File: config.mk
export PLATFORM = sky130hd
export DESIGN_NAME = periodic_timeout_table_flat
export DESIGN_NICKNAME = d
export VERILOG_FILES = /design/src/hw/rtl/ptt_pkg.sv /design/src/hw/rtl/ptt_req_if.sv /design/src/hw/rtl/ptt_rsp_if.sv /design/src/hw/rtl/ptt_csr_if.sv /design/src/hw/rtl/periodic_timeout_table.sv /design/src/flat_wrapper.sv
export SDC_FILE = /design/constraint.sdc
export NUM_CORES = 2
export LEC_CHECK = 0
export ABC_AREA = 1
export BUFFER_PORTS_ARGS = -buffer_cell sky130_fd_sc_hd__clkbuf_2
export CAP_MARGIN = 20
export CORE_MARGIN = 2
export CORE_UTILIZATION = 63
export DETAILED_ROUTE_END_ITERATION = 6
export HOLD_SLACK_MARGIN = 0.03
export PLACE_DENSITY = 0.8
export SLEW_MARGIN = 20
export SYNTH_ARGS = -nofsm -noshare
export SYNTH_HDL_FRONTEND = slang
export SYNTH_SLANG_ARGS = --single-unit
File: constraint.sdc
create_clock -name clock -period 8.4 [get_ports clock]
set_input_delay 1.68 -clock clock [delete_from_list [all_inputs] [get_ports clock]]
set_output_delay 1.68 -clock clock [all_outputs]
set_load 0.05 [all_outputs]
File: src/hw/rtl/ptt_pkg.sv
// shared constants and types for the periodic timeout table
package ptt_pkg;

   localparam int SLOTS   = 16;
   localparam int SLOT_W  = $clog2(SLOTS);
   localparam int CNT_W   = $clog2(SLOTS + 1);
   localparam int REQ_W   = 3;
   localparam int IDX_W   = 5;
   localparam int TIME_W  = 32;
   localparam int WAIT_W  = 31;
   localparam int USE_W   = 5;

   localparam logic [USE_W-1:0]  USE_RESET   = USE_W'(SLOTS);
   localparam logic [WAIT_W-1:0] NO_DEADLINE = 31'h7fff_ffff;

   typedef enum logic [REQ_W-1:0] {
      REQ_ENABLE      = 3'd0,
      REQ_DISABLE     = 3'd1,
      REQ_DISABLE_ALL = 3'd2,
      REQ_CLAIM       = 3'd3,
      REQ_QUERY       = 3'd4
   } req_code_type;

endpackage

File: src/hw/rtl/ptt_req_if.sv
// request channel of the periodic timeout table
interface ptt_req_if;
   import ptt_pkg::*;

   logic                valid;
   logic                ready;
   logic [REQ_W-1:0]    req_type;
   logic [IDX_W-1:0]    slot_index;
   logic [TIME_W-1:0]   period;
   logic [TIME_W-1:0]   now;

   modport source (output valid, output req_type, output slot_index, output period,
                   output now, input ready);
   modport sink   (input valid, input req_type, input slot_index, input period,
                   input now, output ready);
endinterface

File: src/hw/rtl/ptt_rsp_if.sv
// response channel of the periodic timeout table
interface ptt_rsp_if;
   import ptt_pkg::*;

   logic                valid;
   logic                ready;
   logic                status;
   logic                expired_found;
   logic [SLOT_W-1:0]   expired_slot;
   logic [WAIT_W-1:0]   wait_time;

   modport source (output valid, output status, output expired_found,
                   output expired_slot, output wait_time, input ready);
   modport sink   (input valid, input status, input expired_found,
                   input expired_slot, input wait_time, output ready);
endinterface

File: src/hw/rtl/ptt_csr_if.sv
// configuration write channel of the periodic timeout table
interface ptt_csr_if;
   import ptt_pkg::*;

   logic                valid;
   logic                ready;
   logic [USE_W-1:0]    data;

   modport source (output valid, output data, input ready);
   modport sink   (input valid, input data, output ready);
endinterface

File: src/hw/rtl/periodic_timeout_table.sv
// periodic timeout table: one request at a time, slot periods and deadlines held in a ram
//
// Sixteen timeout slots. Each request is taken into a holding register and
// answered by exactly one response. Enable, disable, disable-all and unknown
// request codes pass through the execute and done states before the response
// is loaded into the output register. Claim and query walk the slots in use
// through the slot ram, one read per cycle; a claim stops at the first expired
// slot and a query stops at the first slot already due. A new request is taken
// once the previous response has been loaded into the output register, which
// may still be waiting to be taken. Enable bits are flip-flops cleared by
// reset, so no clearing pass is needed after reset. slots_in_use may be written
// at any time the block is idle.
module periodic_timeout_table (
   input logic       clock,
   input logic       reset,
   ptt_req_if.sink   req_if,
   ptt_rsp_if.source rsp_if,
   ptt_csr_if.sink   csr_if
);
   import ptt_pkg::*;

   typedef enum logic [3:0] {
      ST_IDLE = 4'b0001,
      ST_EXEC = 4'b0010,
      ST_SCAN = 4'b0100,
      ST_DONE = 4'b1000
   } state_type;

   state_type            state_ff, state_in;
   logic [USE_W-1:0]     use_ff;
   logic [SLOTS-1:0]     en_ff, en_in;

   logic [REQ_W-1:0]     op_ff;
   logic [IDX_W-1:0]     idx_ff;
   logic [TIME_W-1:0]    per_ff;
   logic [TIME_W-1:0]    now_ff;

   logic [CNT_W-1:0]     cnt_ff, cnt_in;
   logic                 pend_ff, pend_in;
   logic [SLOT_W-1:0]    pend_slot_ff, pend_slot_in;

   logic                 res_status_ff, res_status_in;
   logic                 res_found_ff, res_found_in;
   logic [SLOT_W-1:0]    res_slot_ff, res_slot_in;
   logic [WAIT_W-1:0]    wait_ff, wait_in;

   logic                 rsp_valid_ff, rsp_valid_in;
   logic                 rsp_status_ff;
   logic                 rsp_found_ff;
   logic [SLOT_W-1:0]    rsp_slot_ff;
   logic [WAIT_W-1:0]    rsp_wait_ff;
   logic                 rsp_load;

   // slot ram: period in the upper half, deadline in the lower half
   logic [2*TIME_W-1:0]  slot_mem [SLOTS];
   logic [2*TIME_W-1:0]  rd_data_ff;
   logic [SLOT_W-1:0]    rd_addr;
   logic                 mem_we;
   logic [SLOT_W-1:0]    wr_addr;
   logic [2*TIME_W-1:0]  wr_data;

   logic [CNT_W-1:0]     n_act;
   logic                 idx_ok;
   logic                 accept;
   logic [TIME_W-1:0]    rd_period;
   logic [TIME_W-1:0]    rd_deadline;
   logic [TIME_W-1:0]    since;
   logic [TIME_W-1:0]    ahead;

   assign n_act  = (use_ff > USE_W'(SLOTS)) ? CNT_W'(SLOTS) : CNT_W'(use_ff);
   assign idx_ok = CNT_W'(idx_ff) < n_act && idx_ff < IDX_W'(SLOTS);
   assign accept = req_if.valid && req_if.ready;

   assign req_if.ready = (state_ff == ST_IDLE);
   assign csr_if.ready = 1'b1;

   assign rd_period   = rd_data_ff[2*TIME_W-1:TIME_W];
   assign rd_deadline = rd_data_ff[TIME_W-1:0];
   assign since       = now_ff - rd_deadline;
   assign ahead       = rd_deadline - now_ff;

   assign rsp_load = (state_ff == ST_DONE) && (!rsp_valid_ff || rsp_if.ready);

   always_ff @(posedge clock) begin
      if (mem_we) begin
         slot_mem[wr_addr] <= wr_data;
      end
      rd_data_ff <= slot_mem[rd_addr];
   end

   always_comb begin
      state_in      = state_ff;
      en_in         = en_ff;
      cnt_in        = cnt_ff;
      pend_in       = 1'b0;
      pend_slot_in  = pend_slot_ff;
      res_status_in = res_status_ff;
      res_found_in  = res_found_ff;
      res_slot_in   = res_slot_ff;
      wait_in       = wait_ff;
      rd_addr       = cnt_ff[SLOT_W-1:0];
      mem_we        = 1'b0;
      wr_addr       = idx_ff[SLOT_W-1:0];
      wr_data       = {per_ff, now_ff + per_ff};

      unique case (state_ff)
         ST_IDLE: begin
            if (accept) begin
               cnt_in        = '0;
               res_status_in = 1'b0;
               res_found_in  = 1'b0;
               res_slot_in   = '0;
               wait_in       = (req_code_type'(req_if.req_type) == REQ_QUERY) ?
                               NO_DEADLINE : '0;
               if (req_code_type'(req_if.req_type) == REQ_CLAIM ||
                   req_code_type'(req_if.req_type) == REQ_QUERY) begin
                  state_in = ST_SCAN;
               end else begin
                  state_in = ST_EXEC;
               end
            end
         end
         ST_EXEC: begin
            state_in = ST_DONE;
            case (req_code_type'(op_ff))
               REQ_ENABLE: begin
                  if (idx_ok) begin
                     mem_we                       = 1'b1;
                     en_in[idx_ff[SLOT_W-1:0]]    = 1'b1;
                  end else begin
                     res_status_in = 1'b1;
                  end
               end
               REQ_DISABLE: begin
                  if (idx_ok) begin
                     en_in[idx_ff[SLOT_W-1:0]] = 1'b0;
                  end else begin
                     res_status_in = 1'b1;
                  end
               end
               REQ_DISABLE_ALL: begin
                  for (int i = 0; i < SLOTS; i++) begin
                     if (CNT_W'(i) < n_act) begin
                        en_in[i] = 1'b0;
                     end
                  end
               end
               default: begin
               end
            endcase
         end
         ST_SCAN: begin
            // issue the next read while judging the slot read last cycle
            if (cnt_ff < n_act) begin
               cnt_in       = cnt_ff + 1'b1;
               pend_in      = 1'b1;
               pend_slot_in = cnt_ff[SLOT_W-1:0];
            end else begin
               state_in = ST_DONE;
            end
            if (pend_ff && en_ff[pend_slot_ff]) begin
               if (req_code_type'(op_ff) == REQ_CLAIM) begin
                  if (!since[TIME_W-1]) begin
                     mem_we       = 1'b1;
                     wr_addr      = pend_slot_ff;
                     wr_data      = {rd_period, now_ff + rd_period};
                     res_found_in = 1'b1;
                     res_slot_in  = pend_slot_ff;
                     pend_in      = 1'b0;
                     state_in     = ST_DONE;
                  end
               end else begin
                  if (ahead == '0 || ahead[TIME_W-1]) begin
                     wait_in  = '0;
                     pend_in  = 1'b0;
                     state_in = ST_DONE;
                  end else if (ahead[WAIT_W-1:0] < wait_ff) begin
                     wait_in = ahead[WAIT_W-1:0];
                  end
               end
            end
         end
         ST_DONE: begin
            if (rsp_load) begin
               state_in = ST_IDLE;
            end
         end
         default: begin
            state_in = ST_IDLE;
         end
      endcase
   end

   always_comb begin
      rsp_valid_in = rsp_valid_ff;
      if (rsp_load) begin
         rsp_valid_in = 1'b1;
      end else if (rsp_if.ready) begin
         rsp_valid_in = 1'b0;
      end
   end

   always_ff @(posedge clock) begin
      if (reset) begin
         state_ff     <= ST_IDLE;
         use_ff       <= USE_RESET;
         en_ff        <= '0;
         pend_ff      <= 1'b0;
         cnt_ff       <= '0;
         rsp_valid_ff <= 1'b0;
      end else begin
         state_ff     <= state_in;
         en_ff        <= en_in;
         pend_ff      <= pend_in;
         cnt_ff       <= cnt_in;
         rsp_valid_ff <= rsp_valid_in;
         if (csr_if.valid && csr_if.ready) begin
            use_ff <= csr_if.data;
         end
      end
   end

   always_ff @(posedge clock) begin
      if (accept) begin
         op_ff  <= req_if.req_type;
         idx_ff <= req_if.slot_index;
         per_ff <= req_if.period;
         now_ff <= req_if.now;
      end
      pend_slot_ff  <= pend_slot_in;
      res_status_ff <= res_status_in;
      res_found_ff  <= res_found_in;
      res_slot_ff   <= res_slot_in;
      wait_ff       <= wait_in;
      if (rsp_load) begin
         rsp_status_ff <= res_status_ff;
         rsp_found_ff  <= res_found_ff;
         rsp_slot_ff   <= res_slot_ff;
         rsp_wait_ff   <= wait_ff;
      end
   end

   assign rsp_if.valid         = rsp_valid_ff;
   assign rsp_if.status        = rsp_status_ff;
   assign rsp_if.expired_found = rsp_found_ff;
   assign rsp_if.expired_slot  = rsp_slot_ff;
   assign rsp_if.wait_time     = rsp_wait_ff;

endmodule
File: src/flat_wrapper.sv
// flat-port wrapper written by rule: the top's interface ports become plain ports
module periodic_timeout_table_flat import ptt_pkg::*;
  (clock, reset, req_if_valid, req_if_req_type, req_if_slot_index, req_if_period, req_if_now, req_if_ready, rsp_if_valid, rsp_if_status, rsp_if_expired_found, rsp_if_expired_slot, rsp_if_wait_time, rsp_if_ready, csr_if_valid, csr_if_data, csr_if_ready);
  ptt_req_if req_if_i ();
  ptt_rsp_if rsp_if_i ();
  ptt_csr_if csr_if_i ();
  input logic clock;
  input logic reset;
  input wire logic [$bits(req_if_i.valid)-1:0] req_if_valid;
  input wire logic [$bits(req_if_i.req_type)-1:0] req_if_req_type;
  input wire logic [$bits(req_if_i.slot_index)-1:0] req_if_slot_index;
  input wire logic [$bits(req_if_i.period)-1:0] req_if_period;
  input wire logic [$bits(req_if_i.now)-1:0] req_if_now;
  output wire logic [$bits(req_if_i.ready)-1:0] req_if_ready;
  output wire logic [$bits(rsp_if_i.valid)-1:0] rsp_if_valid;
  output wire logic [$bits(rsp_if_i.status)-1:0] rsp_if_status;
  output wire logic [$bits(rsp_if_i.expired_found)-1:0] rsp_if_expired_found;
  output wire logic [$bits(rsp_if_i.expired_slot)-1:0] rsp_if_expired_slot;
  output wire logic [$bits(rsp_if_i.wait_time)-1:0] rsp_if_wait_time;
  input wire logic [$bits(rsp_if_i.ready)-1:0] rsp_if_ready;
  input wire logic [$bits(csr_if_i.valid)-1:0] csr_if_valid;
  input wire logic [$bits(csr_if_i.data)-1:0] csr_if_data;
  output wire logic [$bits(csr_if_i.ready)-1:0] csr_if_ready;
  assign req_if_i.valid = req_if_valid;
  assign req_if_i.req_type = req_if_req_type;
  assign req_if_i.slot_index = req_if_slot_index;
  assign req_if_i.period = req_if_period;
  assign req_if_i.now = req_if_now;
  assign req_if_ready = req_if_i.ready;
  assign rsp_if_valid = rsp_if_i.valid;
  assign rsp_if_status = rsp_if_i.status;
  assign rsp_if_expired_found = rsp_if_i.expired_found;
  assign rsp_if_expired_slot = rsp_if_i.expired_slot;
  assign rsp_if_wait_time = rsp_if_i.wait_time;
  assign rsp_if_i.ready = rsp_if_ready;
  assign csr_if_i.valid = csr_if_valid;
  assign csr_if_i.data = csr_if_data;
  assign csr_if_ready = csr_if_i.ready;
  periodic_timeout_table u_core (.clock(clock), .reset(reset), .req_if(req_if_i), .rsp_if(rsp_if_i), .csr_if(csr_if_i));
endmodule
-- After elaboration in Yosys (flattened, before gate mapping)
Memory sizes are Yosys's and may differ from the RTL's. A register that Yosys moved wholly into a read port is not among the register bits.
Cells that the tools add are included.
- flip-flop bits (word level): 182
- memory bits (writable): 1024
- input port bits: 82
- word-level logic and storage cells: 223
- memories kept: 1
- add/sub/neg operators: 5
- order comparisons: 24
- equality and inequality tests: 37
- multiplexer cells: 79
- bitwise operators: 4
- reductions and logical operators: 39
- memories (memory ; depth ; width ; rd ports ; clocked after memory_dff ; write ports ; RTL line ; text):
    u_core.slot_mem ; 16 ; 64 ; 1 ; 1 ; 1 ; periodic_timeout_table.sv:55 ; logic [2*TIME_W-1:0] slot_mem [SLOTS];
- operator list (operator ; count):
    64-bit two-way mux ; 4
    31-bit two-way mux ; 6
    5-bit AND reduction ; 18
    32-bit adder ; 2
    32-bit subtractor ; 2
    31-bit one-hot mux with 2 select lines ; 1
    4-bit two-way mux ; 15
    16-bit one-hot mux with 3 select lines ; 1
    2-bit by 1-bit != test with 1-bit output (second input constant) ; 22
    4-bit by 5-bit less-than comparator with 1-bit output (first input constant) ; 8
    1-bit two-way mux ; 38
    32-bit logical NOT ; 1
    16-bit two-way mux ; 2
    31-bit less-than comparator ; 1
    3-bit by 5-bit less-than comparator with 1-bit output (first input constant) ; 4
    16-bit bitwise AND ; 1
    16-bit NOT ; 1
    16-bit OR ; 1
    4-bit one-hot mux with 4 select lines ; 1
    5-bit two-way mux ; 3
    1-bit by 5-bit less-than comparator with 1-bit output (first input constant) ; 2
    2-bit by 5-bit less-than comparator with 1-bit output (first input constant) ; 2
    4-bit by 5-bit less-than comparator with 1-bit output (second input constant) ; 2
    5-bit less-than comparator ; 2
    30 further kinds ; 48

-- Depth between registers and ports, before layout
- depth in word-level cells: 9
- gate-level depth with buffers: 25
- depth with buffers taken out: 25

-- Worst setup path before layout
Ideal clock, no wire load.
- kind: reg2reg
- from: register u_core.state_ff[3]
- to: register u_core.wait_ff[0], enable pin
- setup time: 0.438 ns
- arrival time: 7.190 ns
- data required time: 7.962 ns
- setup slack: 0.772 ns
- stages on the path, launching flop included: 10
- path buffers: 0
- path through: dfxtp_1 -> nor2_1 -> inv_1 -> nor3_1 -> inv_1 -> nor2_1 -> inv_1 -> nand2_1 -> o21ai_0 -> a31oi_1
- word-level cells in the longest chain between the ends: 4
- RTL lines (item ; RTL line ; text):
    start, declared ; periodic_timeout_table.sv:29 ; state_type state_ff, state_in;
    start signal, assigned ; periodic_timeout_table.sv:212 ; state_ff <= state_in;
    4-bit by 1-bit equality test with 1-bit output ; periodic_timeout_table.sv:74 ; assign req_if.ready = (state_ff == ST_IDLE);
    via req_if_ready ; flat_wrapper.sv:14 ; output wire logic [$bits(req_if_i.ready)-1:0] req_if_ready;
    1-bit logical AND ; periodic_timeout_table.sv:72 ; assign accept = req_if.valid && req_if.ready;
    via u_core.accept ; periodic_timeout_table.sv:64 ; logic accept;
    2-bit != test (no line) ; - ;
    5-bit AND reduction (no line) ; - ;
    end signal, assigned ; periodic_timeout_table.sv:234 ; wait_ff <= wait_in;
    end, declared ; periodic_timeout_table.sv:45 ; logic [WAIT_W-1:0] wait_ff, wait_in;
The timed path passes the listed nets, and every way through them passes these cells.
A chain may end at the register's enable or synchronous reset.

-- Worst setup path in the final report
- from: register u_core.now_ff[14]
- to: memory u_core.slot_mem[12][59] (netlist name), enable pin
- word-level cells in the longest chain between the ends: 7
- RTL lines (item ; RTL line ; text):
    start, declared ; periodic_timeout_table.sv:36 ; logic [TIME_W-1:0] now_ff;
    start signal, assigned ; periodic_timeout_table.sv:228 ; now_ff <= req_if.now;
    32-bit subtractor * ; periodic_timeout_table.sv:79 ; assign since = now_ff - rd_deadline;
    1-bit two-way mux ; periodic_timeout_table.sv:163 ; if (!since[TIME_W-1]) begin
    1-bit two-way mux ; periodic_timeout_table.sv:162 ; if (req_code_type'(op_ff) == REQ_CLAIM) begin
    1-bit two-way mux ; periodic_timeout_table.sv:161 ; if (pend_ff && en_ff[pend_slot_ff]) begin
    1-bit one-hot mux with 2 select lines ; periodic_timeout_table.sv:106 ; unique case (state_ff)
    1-bit two-way mux ; periodic_timeout_table.sv:85 ; if (mem_we) begin
    1-bit two-way mux (not written as such) ; periodic_timeout_table.sv:86 ; slot_mem[wr_addr] <= wr_data;
    end, declared ; periodic_timeout_table.sv:55 ;
Every way passes the cells marked *; elsewhere a longest branch is shown, timed or not.

==> qor.yml <==
floorplan:
  coreArea_mm2: 0.0882
  chipHeight_um: 302
  num_io_pins: 122
  die_w_um: 302
  rows: 109
  start_util_pct: 63.5
  die_area_mm2: 0.0913
clock_network:
  cts_tree: "done"
  numCtsBuffers: 121
  cts_root_buf: "clkbuf_16"
  cts_max_path_buffers: 3
  post-cts-setup-buffers: 0
  cts_sinks: 1270
  htreeDepth: 3
  clk_pin_slew_ns: 0.06
  cts_resized: 0
  clkLatencyLatePin_ns: 0.74
  ctsHoldBuffers: 0
route:
  ant_nets: 0
  vias: 39600
  vias_per_cell: 6.38
  drt_iter0_drc: 5127
  routed_wl_um: 153000
  drc: 0
  routedWlPerCell_um: 24.7
  drt_pass1_iterations: 7
global_routing:
  track_usage_pct: 33.3
  overflow: 0
  grt_antenna_before_repair: 17
  grt_pass1_vias: 37900
  grt_max_degree: 196
  grt_pass1_wl_um: 227000
final_layout:
  area_delta_synth_final_pct: 10.8
  final_util_pct: 70.3
  layout_commonest_cell: "edfxtp_1"
  nets: 5180
  fin_area_mm2: 0.0621
  drive_above_1_share_pct: 8.81
  layout_common_cells: "edfxtp_1 (1174), nor2_1 (720), nand2_1 (709), inv_1 (383), o21ai_0 (373)"
synth:
  syn_avg_cell_area_um2: 11.6
  synth_edf_count: 1174
  yosysSeqAreaShare_pct: 66.4
  synth_nets: 5097
  dominantRegCellSynth: "edfxtp_1"
  yosysUniqueCellTypes: 62
  netlist_instances: 4849
  ys_seq_elements: 1270
  syn_area_mm2: 0.0560
  async_flop_share_pct: 0
  synth_warnings: 0
worst_setup_path:
  path_class: "reg2reg"
  crit_required_ns: 8.73
  ff2ff_path_depth: 15
  slowest_stage: "buf_4"
  crit_path_end_kind: "flop"
  rrSetupSlack_ns: 3.19
  crit_fanout: 62
  critical-path-max-stage-delay_ns: 0.84
  critPathBufInv: 3
  crit_family: "buffers and inverters"
  rr_endpoint: "u_core.slot_mem[12][59]"
  critPathLaunchType: "flop"
  r2r-start: "u_core.now_ff[14]"
  arrival_ns: 5.55
  path_cells: "ha_1 -> nand2_1 -> nor2_2 -> nand2_1 -> a31oi_1 -> o21ai_1 -> nand3_1 -> nand2_2 -> nand2_4 -> buf_4 -> o21ai_2 -> inv_2 -> nand2_2 -> nor2_4 -> buf_4"
timing:
  setup_viol: 0
  relSlewSlack_pct: 21.2
  worst_pin_slew_ns: 1.18
  hold_viol: 0
  tns_ns: 0
  fmax_ghz: 0.192
  finalClockSkew_ns: 0.0491
  finalCritPeriodShare_pct: 62.1
  rsz0062_at_grt: "no"
  period_minus_slack_ns: 5.21
  maxSlewViolCount: 0
hold_path:
  hold_end: "u_core.rsp_if.expired_slot[0]"
  hold_path.class: "reg2reg"
  holdCritStartpoint: "u_core.res_slot_ff[0]"
  holdPathStages: 0
placed_design:
  place_hpwl_um: 95900
  placed_area_mm2: 0.0579
  gp_congestion: 0.977
  port_buffers: 120
job:
  drv_cap: 0
power_and_ir_drop:
  ir_worst_vdd_uv: 183
  p_leak_nw: 22.6
  pwr_density_cell_mw_per_mm2: 255
status:
  status: "finished clean"
## worst reg2reg max path, cell delays in order (launching register included)
cell and delay (ns):
edfxtp_1 0.45, ha_1 0.43, nand2_1 0.15, nor2_2 0.20, nand2_1 0.13, a31oi_1 0.27
o21ai_1 0.12, nand3_1 0.09, nand2_2 0.13, nand2_4 0.19, buf_4 0.69, o21ai_2 0.28
inv_2 0.13, nand2_2 0.15, nor2_4 0.47, buf_4 0.84
## stage by stage
stage	setup slack, ns	total power [mW]	hold slack, ns	std cells
floorplan	0.772	9.35	0.400	4849
CTS	3.12	15.8	0.427	6200
global route	3.01	16.3	0.437	6204
detailed placement	3.12	10.3	0.407	5970
global placement	3.26	10.2	0.401	5968
finish	3.19	15.8	0.436	6208
## synthesized netlist by cell type (all sizes together), types with 4 or more instances
cell type  count  area, µm²
buf           47        240
xnor2         18        158
mux2i        110       1100
o31ai         15        118
inv          395       1480
o32ai        149       1310
nor4           7       50.1
nor3          29        161
xor2          38        340
a21oi        147        751
o221a          5       56.3
a21o           9       67.6
o21a           5       37.5
nand3        186        936
o211ai        30        225
dfxtp         96       1920
o21bai         5       37.5
edfxtp      1174      35300
ha           163       2040
a211oi         5       37.5
nand4         17        106
a31oi         14       87.6
o21ai        405       2050
clkbuf       175        658
a221oi         4       35.0
o221ai       110        963
nand2        719       2730
nor2         743       2810
## cells by family after synthesis
logic type      count (synthesis)  synth area share [%]
mux                           110                  1.97
simple gates                 1712                  12.3
other cells                     1               0.00670
xor+xnor                       56                 0.889
fa+ha+maj                     166                  3.75
flops                        1270                  66.4
compound gates                916                  10.5
buf+inv                       618                  4.26
## state kept, by name, indices dropped and copies added (netlist names)
register                     flops
u_core.rsp_if.valid              1
u_core.slot_mem               1024
u_core.rsp_if.expired_found      1
u_core.now_ff                   32
u_core.rsp_if.wait_time         31
u_core.rd_data_ff               64
u_core.en_ff                    16
u_core.rsp_if.expired_slot       4
u_core.idx_ff                    5
u_core.pend_ff                   1
u_core.rsp_if.status             1
u_core.res_status_ff             1
u_core.pend_slot_ff              4
u_core.per_ff                   32
u_core.wait_ff                  31
u_core.cnt_ff                    5
u_core.op_ff                     3
u_core.res_slot_ff               4
u_core.use_ff                    5
u_core.res_found_ff              1
u_core.state_ff                  4
## worst max-delay path by stage
stage	startpoint	end	slack, ns	cells after the start
finish	u_core.now_ff[14]	u_core.slot_mem[12][59]	3.19	15
global route	u_core.now_ff[14]	u_core.slot_mem[12][59]	3.01	15
CTS	u_core.now_ff[14]	u_core.slot_mem[9][33]	3.12	15
detailed placement	u_core.now_ff[14]	u_core.slot_mem[9][62]	3.12	15
global placement	u_core.now_ff[14]	u_core.slot_mem[9][23]	3.26	15
floorplan	u_core.state_ff[3]	u_core.wait_ff[0]	0.77	9
## cell type report
type	count	area [µm²]
clock buffers	170	3380
multi-input cells	2961	16600
diodes	4	10.0
fillers	5868	26200
repair buffers	182	1190
clock inverters	60	713
well taps	1165	1460
flip-flops and latches	1270	37200
inverters	396	1500
## per-layer routing
layer,vias up,GRT usage [%],wire (µm)
met5,-,0,133
met4,22,14.6,6400
met3,420,8.25,19500
met2,2559,52.4,70900
met1,19000,44.3,56100
li1,17600,-,-
## where the power goes
| part | total (mW) | leakage [nW] | internal (mW) | switching (mW) |
|---|---|---|---|---|
| registers | 7.62 | 11.4 | 7.46 | 0.163 |
| logic | 2.62 | 9.18 | 0.710 | 1.91 |
| clock network | 5.61 | 2.00 | 3.24 | 2.36 |
No activity file was read; power rests on OpenSTA's default activity.
